File: src/design/fspm_pkg.sv
// shared types and codes of the frame slot pool manager
`default_nettype none
package fspm_pkg;

    localparam logic [2:0] FN_SETUP    = 3'd0;
    localparam logic [2:0] FN_RECLAIM  = 3'd1;
    localparam logic [2:0] FN_GET      = 3'd2;
    localparam logic [2:0] FN_COMPLETE = 3'd3;
    localparam logic [2:0] FN_RELEASE  = 3'd4;

    localparam logic [2:0] ST_OK        = 3'd0;
    localparam logic [2:0] ST_INVALID   = 3'd1;
    localparam logic [2:0] ST_BAD_STATE = 3'd2;
    localparam logic [2:0] ST_NOT_FOUND = 3'd3;
    localparam logic [2:0] ST_NO_ROOM   = 3'd4;

    localparam logic [1:0] REG_BUFFER_BYTES = 2'd0;
    localparam logic [1:0] REG_FRAME_BYTES  = 2'd1;

    typedef struct packed {
        logic [2:0]  func;
        logic [31:0] release_offset;
    } req_t;

    typedef struct packed {
        logic [2:0]  status;
        logic [31:0] granted_offset;
        logic [6:0]  free_slots;
        logic [6:0]  held_slots;
    } rsp_t;

    typedef enum logic [1:0] {
        SH_HOLD,
        SH_PUSH,
        SH_POP
    } shift_op_t;

    typedef struct packed {
        shift_op_t op;
        logic      ld_en;
    } chain_ctl_t;

endpackage
`default_nettype wire

File: src/design/fspm_cell.sv
// one storage cell of the slot chain
`default_nettype none
module fspm_cell (
    input  wire logic               clk,
    input  wire fspm_pkg::shift_op_t op,
    input  wire logic               ld_sel,
    input  wire logic [31:0]        left_val,
    input  wire logic [31:0]        right_val,
    input  wire logic [31:0]        ld_val,
    output logic [31:0]             val
);

    logic [31:0] val_reg;
    logic [31:0] val_next;

    always_comb
    begin
        val_next = val_reg;
        if (ld_sel)
        begin
            val_next = ld_val;
        end
        else
        begin
            case (op)
                fspm_pkg::SH_PUSH: val_next = left_val;
                fspm_pkg::SH_POP:  val_next = right_val;
                default:           val_next = val_reg;
            endcase
        end
    end

    always_ff @(posedge clk)
    begin
        val_reg <= val_next;
    end

    assign val = val_reg;

endmodule
`default_nettype wire

File: src/design/fspm_chain.sv
// row of cells forming a stack with rotate support, head at cell 0
`default_nettype none
module fspm_chain #(
    parameter int DEPTH = 64,
    parameter int IW    = (DEPTH > 1) ? $clog2(DEPTH) : 1
) (
    input  wire logic                 clk,
    input  wire fspm_pkg::chain_ctl_t ctl,
    input  wire logic [31:0]          push_data,
    input  wire logic [IW-1:0]        ld_idx,
    output logic [31:0]               head
);

    logic [31:0] vals [DEPTH];

    genvar i;
    generate
        for (i = 0; i < DEPTH; i++)
        begin : g_cell
            logic [31:0] left_v;
            logic [31:0] right_v;
            logic        sel;
            if (i == 0)
            begin : g_first
                assign left_v = push_data;
            end
            else
            begin : g_mid
                assign left_v = vals[i-1];
            end
            if (i == DEPTH - 1)
            begin : g_last
                assign right_v = vals[i];
            end
            else
            begin : g_inner
                assign right_v = vals[i+1];
            end
            // rotating head lands at the tail slot
            assign sel = ctl.ld_en && (ld_idx == IW'(i));
            fspm_cell u_cell (
                .clk       (clk),
                .op        (ctl.op),
                .ld_sel    (sel),
                .left_val  (left_v),
                .right_val (right_v),
                .ld_val    (vals[0]),
                .val       (vals[i])
            );
        end
    endgenerate

    assign head = vals[0];

endmodule
`default_nettype wire

File: config.mk
export PLATFORM = sky130hd
export DESIGN_NAME = fspm_chain
export DESIGN_NICKNAME = d
export VERILOG_FILES = /design/src/design/fspm_pkg.sv /design/src/design/fspm_cell.sv /design/src/design/fspm_chain.sv
export SDC_FILE = /design/constraint.sdc
export NUM_CORES = 2
export LEC_CHECK = 0
export BUFFER_PORTS_ARGS = -buffer_cell sky130_fd_sc_hd__buf_2
export CORE_AREA = 4 4 517 519
export CTS_BUF_LIST = sky130_fd_sc_hd__clkbuf_8
export CTS_CLUSTER_SIZE = 14
export DETAILED_ROUTE_END_ITERATION = 16
export DIE_AREA = 0 0 521 523
export PLACE_DENSITY = 0.63
export SLEW_MARGIN = 20
export SYNTH_ARGS = -nofsm -noshare
export SYNTH_HDL_FRONTEND = slang
export SYNTH_SLANG_ARGS = --single-unit
export TNS_END_PERCENT = 50
File: constraint.sdc
create_clock -name clk -period 8.54 [get_ports clk]
set_clock_uncertainty 0.1 [all_clocks]
set_input_delay 0.854 -clock clk [delete_from_list [all_inputs] [get_ports clk]]
set_output_delay 0.854 -clock clk [all_outputs]
set_load 0.005 [all_outputs]
After elaboration in Yosys (flattened, before gate mapping)
Index checks and enable logic that the tools add are counted. W data, S select, Z words.

Bits in registers: 2048. Bits in latches: 0. RAM bits: 0. Memory bits (read-only): 0. Bits of input ports: 42. Output and inout bits: 32. Logic and storage cells: 387. Memories: 0.

$add $sub $neg: 0. Multiply operators: 0. Div/mod/pow operators: 0. Order comparisons: 0. Equal/unequal tests: 65. Shift-type cells: 0. Muxes and demuxes: 127. Bitwise logic cells: 1. Reductions and logical operators: 130.

Operators by type and width (count): $pmux W32 S2 (63); $mux W32 (64); $eq A6 B6 Y1 const B (32); $reduce_bool A3 Y1 (62); $eq A6 B5 Y1 const B (16); $logic_and A1 B1 Y1 (64); $eq A6 B4 Y1 const B (8); $eq A6 B3 Y1 const B (4); $eq A6 B2 Y1 const B (2); $eq A6 B1 Y1 const B (1); $logic_not A6 Y1 (1); $reduce_bool A2 Y1 (2); $eq A2 B1 Y1 const B (1); $eq A2 B2 Y1 const B (1); $reduce_and A2 Y1 (1); $not A1 Y1 (1).

Depth between registers and ports, before layout
Depth after elaboration: 4. Mapped depth: 9. Depth with buffers taken out: 4.

By module
A second synthesis with hierarchy kept.

Cell total of the unflattened synthesis: 11741. Area, all modules: 151253.8 um2.

By module, submodules not included: fspm_cell (times used 64, cells each 182, area each 2356.0 um2, seq. area each 960.9 um2); fspm_chain (times used 1, cells each 93, area each 469.2 um2, seq. area each 0.0 um2).

Worst setup path after synthesis
No wires, ideal clock.

Path kind: input to register. Start point: in ld_idx[1]. End point: reg g_cell[1].u_cell.val_reg[0] (enable). Library setup time: 0.466 ns. Arrival: 4.353 ns. Required time: 7.974 ns. Slack: 3.621 ns. Stages: 6. Path buffers: 4. Path through: buf_4 -> or4b_1 -> buf_2 -> clkbuf_1 -> buf_2 -> o21ai_0.

Word-level cells in the longest chain between the ends: 3.

RTL lines: start: declaration (line fspm_chain.sv:10) `input wire logic [IW-1:0] ld_idx,`; $eq A6 B1 Y1 (line fspm_chain.sv:40) `assign sel = ctl.ld_en && (ld_idx == IW'(i));`; $logic_and A1 B1 Y1 (line fspm_chain.sv:40); $reduce_bool A3 Y1 (no source line); end signal: assignment (line fspm_cell.sv:35) `val_reg <= val_next;`; end: declaration (line fspm_cell.sv:13) `logic [31:0] val_reg;`.

Every way passes these cells. A chain may end at the register's enable or synchronous reset.

Final worst setup path
Start point: in ctl[1] in the netlist's numbering. End point: reg g_cell[12].u_cell.val_reg[10], data pin.

Word-level cells in the longest chain between the ends: 3. Elaborated cells between the ends (all ways): 4. Classes of those cells: eq/ne: 2; mux: 2.

RTL lines: start: declaration (line fspm_chain.sv:8) `input wire fspm_pkg::chain_ctl_t ctl,`; $eq A2 B2 Y1 / $eq A2 B1 Y1 (equally long branches); $pmux W32 S2 (*) (line fspm_cell.sv:25) `case (op)`; $mux W32 (*) (line fspm_cell.sv:19) `if (ld_sel)`; net g_cell[12].u_cell.val_next[10] (line fspm_cell.sv:14) `logic [31:0] val_next;`; end signal: assignment (line fspm_cell.sv:35); end: declaration (line fspm_cell.sv:13).

Mark *: on every way through the listed nets, which the timed path passes. The rest lies on a longest branch.

==> impl_metrics.tcl <==
set metrics [dict create \
    gr-total-overflow 0 \
    synth.cell_area_um2 110000 \
    tns_ns 0 \
    most_common_flop_cell_mapped_by_yosys "sky130_fd_sc_hd__edfxtp_1" \
    cts_inserted_buffers 379 \
    tritoncts "done" \
    core-area_um2 262000 \
    critPathLaunchType "primary input" \
    rows 188 \
    flow.area_growth_from_synthesis_pct 9.42 \
    max-cap-violations 0 \
    outcome "completed" \
    timing.critical_path.fanout_max 74 \
    fill_cells 23000 \
    yosys.cell_count.top_type "sky130_fd_sc_hd__mux2_2" \
    part_of_the_yosys_area_used_for_sequential_elements 0.560 \
    count_of_flip_flops_with_a_built_in_enable_after_synthesis 2048 \
    crit_path_max_incr_delay_ns 0.85 \
    post-route-period-util 0.397 \
    intPower_mw 18.4 \
    leakage_nw 40.3 \
    cts_sinks 2048 \
    synth-warning-count 0 \
    syn_inst 7221 \
    yosys-top-cells-area "sky130_fd_sc_hd__edfxtp_1, sky130_fd_sc_hd__mux2_2, sky130_fd_sc_hd__mux2i_1" \
    worst-r2r-cell-count 2 \
    gr_usage_total 0.203 \
    number_of_buffers_inserted_by_port_buffering 73 \
    dieArea_um2 272000 \
    postRouteAntennaNets 0 \
    comb_power_share 0.133 \
    nets 7214 \
    postcts_setup_bufs 0 \
    ff_latch_count_synth 2048 \
    crit-reg2reg-capture "g_cell[63].u_cell.val[22]" \
    clkSlewWorstSetupHoldPaths_ns 0.05 \
    power_density_nw_per_um2 206 \
    multi_input_area_um2 45500 \
    post-route-min-period_ns 3.39 \
    number_of_flip_flops_under_the_largest_register_name 2048 \
    setup_slack_ns 5.15 \
    first_global_vias 63000 \
    synth.top_cell.area_share 0.560 \
    detailedPlace.worstSlack_ns 4.13 \
    finalNonFillerCells 10900 \
    pin_count 74 \
    maxClockFrequency_mhz 295 \
    number_of_endpoints_failing_setup_at_the_final_stage 0 \
    critical_path.cell_chain "buf_2, inv_1, ha_4, buf_4, buf_4, mux2_2, mux2_2" \
    synth-async-reset-ratio 0 \
    worst_skew_pair.late_latency_ns 1.08 \
    worstSetupPathType "primary input to flop" \
    place.gp.congestion 0.762 \
    hold_violations 0 \
    irDropWorstVdd_v 0.000172 \
    clk_root_buffer_cell "sky130_fd_sc_hd__clkbuf_8" \
    critical_path.reg2reg.startpoint "g_cell[0].u_cell.val[22]" \
    rsz0062_at_grt "false" \
    switching_share 0.256 \
    postSynthAreaPerCell_um2 15.2 \
    finalMaxSlewViolations 0 \
    detail_route.wirelength_mm 284 \
    grt_pass1_wl_mm 426 \
    cp-end-kind "flop" \
    synthesis.nets 7265 \
    hold_depth 1 \
    post_synth_most_frequent_cells "sky130_fd_sc_hd__mux2_2, sky130_fd_sc_hd__edfxtp_1, sky130_fd_sc_hd__clkbuf_1, sky130_fd_sc_hd__mux2i_1, sky130_fd_sc_hd__buf_2" \
    overall_power_of_the_completed_layout_mw 24.8 \
    vias 61700 \
    synthDominantAreaCellType "sky130_fd_sc_hd__edfxtp_1" \
    post-place-cells 10300 \
    type_of_the_most_critical_hold_path "flop to flop" \
    clkPwrFrac 0.336 \
    p_sw_mw 6.36 \
    grt_max_degree 194 \
    antenna_violations_before_repair 4 \
    ctsResizeCount 0 \
    max_slew.worst_pin.slew_ns 1.24 \
    drt-vias-per-instance 5.64 \
    initial_core_util 0.419 \
    drt_iter0_markers 5208 \
    critical_path_required_ns 9.23 \
    arrival_ns 4.07 \
    critical_path.slowest_cell "sky130_fd_sc_hd__buf_4" \
    register_share_of_total_power 0.531 \
    timing.hold.worst_endpoint "g_cell[63].u_cell.val[17]" \
    htree_num_levels 5 \
    regToRegSetupSlack_ns 6.29 \
    ctsHoldBuffers 32 \
    layout-drive-gt1-share 0.563 \
    tritonroute_pass_1_iters 6 \
    routedWlPerCell_um 25.9 \
    layout.core_utilization 0.459 \
    timing.max_slew.rel_slack 0.173 \
    min-delay-start "g_cell[62].u_cell.val[17]" \
    hpwlAfterDp_mm 173 \
    drcViolationCount 0 \
    die-height_um 523 \
    clockBufferDepth 4 \
    area.sequential_um2 61500 \
    die-width_um 521 \
    count_of_distinct_cell_types_in_the_synthesized_netlist 38 \
]
[per-stage QoR]
stage	hold WS (ns)	area [µm²]
floorplan	0.425	110000
global route	0.443	120000
finish	0.440	120000
detailed placement	0.457	113000
CTS	0.375	120000
global placement	0.447	113000
[cell usage in the layout (no fill, tap or decap), types with 73 or more instances in the layout]
cell type and n:
sky130_fd_sc_hd__a21oi_1 192, sky130_fd_sc_hd__buf_2 73, sky130_fd_sc_hd__buf_4 178, sky130_fd_sc_hd__clkbuf_8 384, sky130_fd_sc_hd__clkinv_1 100, sky130_fd_sc_hd__edfxtp_1 2048
sky130_fd_sc_hd__inv_1 124, sky130_fd_sc_hd__mux2_2 3419, sky130_fd_sc_hd__mux2i_1 288, sky130_fd_sc_hd__nand3_1 96, sky130_fd_sc_hd__nor3_1 192, sky130_fd_sc_hd__o21ai_0 96
[cells by family (layout without fill, tap and decap cells)]
family | Yosys count | after routing | share of synthesized area
and+or+nand+nor | 422 | 422 | 0.0201
adders and majority gates | 2 | 2 | 0.000228
muxes | 3712 | 3712 | 0.377
DFF | 2048 | 2048 | 0.560
other | 0 | 6 | 0
buffers and inverters | 730 | 933 | 0.0283
AOI/OAI and AO/OA | 307 | 307 | 0.0141
[power groups by stage]
stage | logic [mW] | clock network (mW) | registers [mW]
floorplan | 2.58 | 0 | 12.9
global placement | 3.16 | 0 | 13.3
detailed placement | 3.29 | 0 | 13.4
CTS | 3.31 | 8.60 | 13.1
global route | 3.59 | 9.08 | 13.2
finish | 3.31 | 8.33 | 13.2
[critical path, delay by kind of cell]
kind	cells	cell delay [ns]
buf+inv	4	1.85
mux	2	0.67
fa+ha+maj	1	0.51
[metal layers]
| layer | vias up | global-route usage | part of all wire |
|---|---|---|---|
| met1 | 31700 | 0.293 | 0.47 |
| li1 | 27900 | - | - |
| met5 | - | 0 | 0 |
| met2 | 1708 | 0.320 | 0.46 |
| met3 | 394 | 0.0315 | 0.050 |
| met4 | 0 | 0.0545 | 0.022 |
[area by class of cell]
cell class / instances / area share
flip-flops and latches: 2048 / 0.512
multi-input cells: 4443 / 0.379
clock buffers: 384 / 0.0440
well taps: 3515 / 0.0366
repair buffers: 296 / 0.0192
clock inverters: 251 / 0.00921
diodes: 6 / 0.000125
inverters: 2 / 0.0000625
[worst max path at each step]
stage                                   startpoint                        end  slack [ns]  depth (start not counted)
after CTS                  g_cell[0].u_cell.val[8]                    head[8]        5.12                          2
after global routing      g_cell[0].u_cell.val[10]                   head[10]        5.11                          2
after global placement                      ctl[1]   g_cell[6].u_cell.val[21]        4.15                          7
after detailed placement                    ctl[1]   g_cell[2].u_cell.val[24]        4.13                          7
after floorplan                          ld_idx[1]    g_cell[1].u_cell.val[0]        3.62                          6
final                                       ctl[1]  g_cell[12].u_cell.val[10]        5.15                          7
Power figures use the tool's default switching activity.
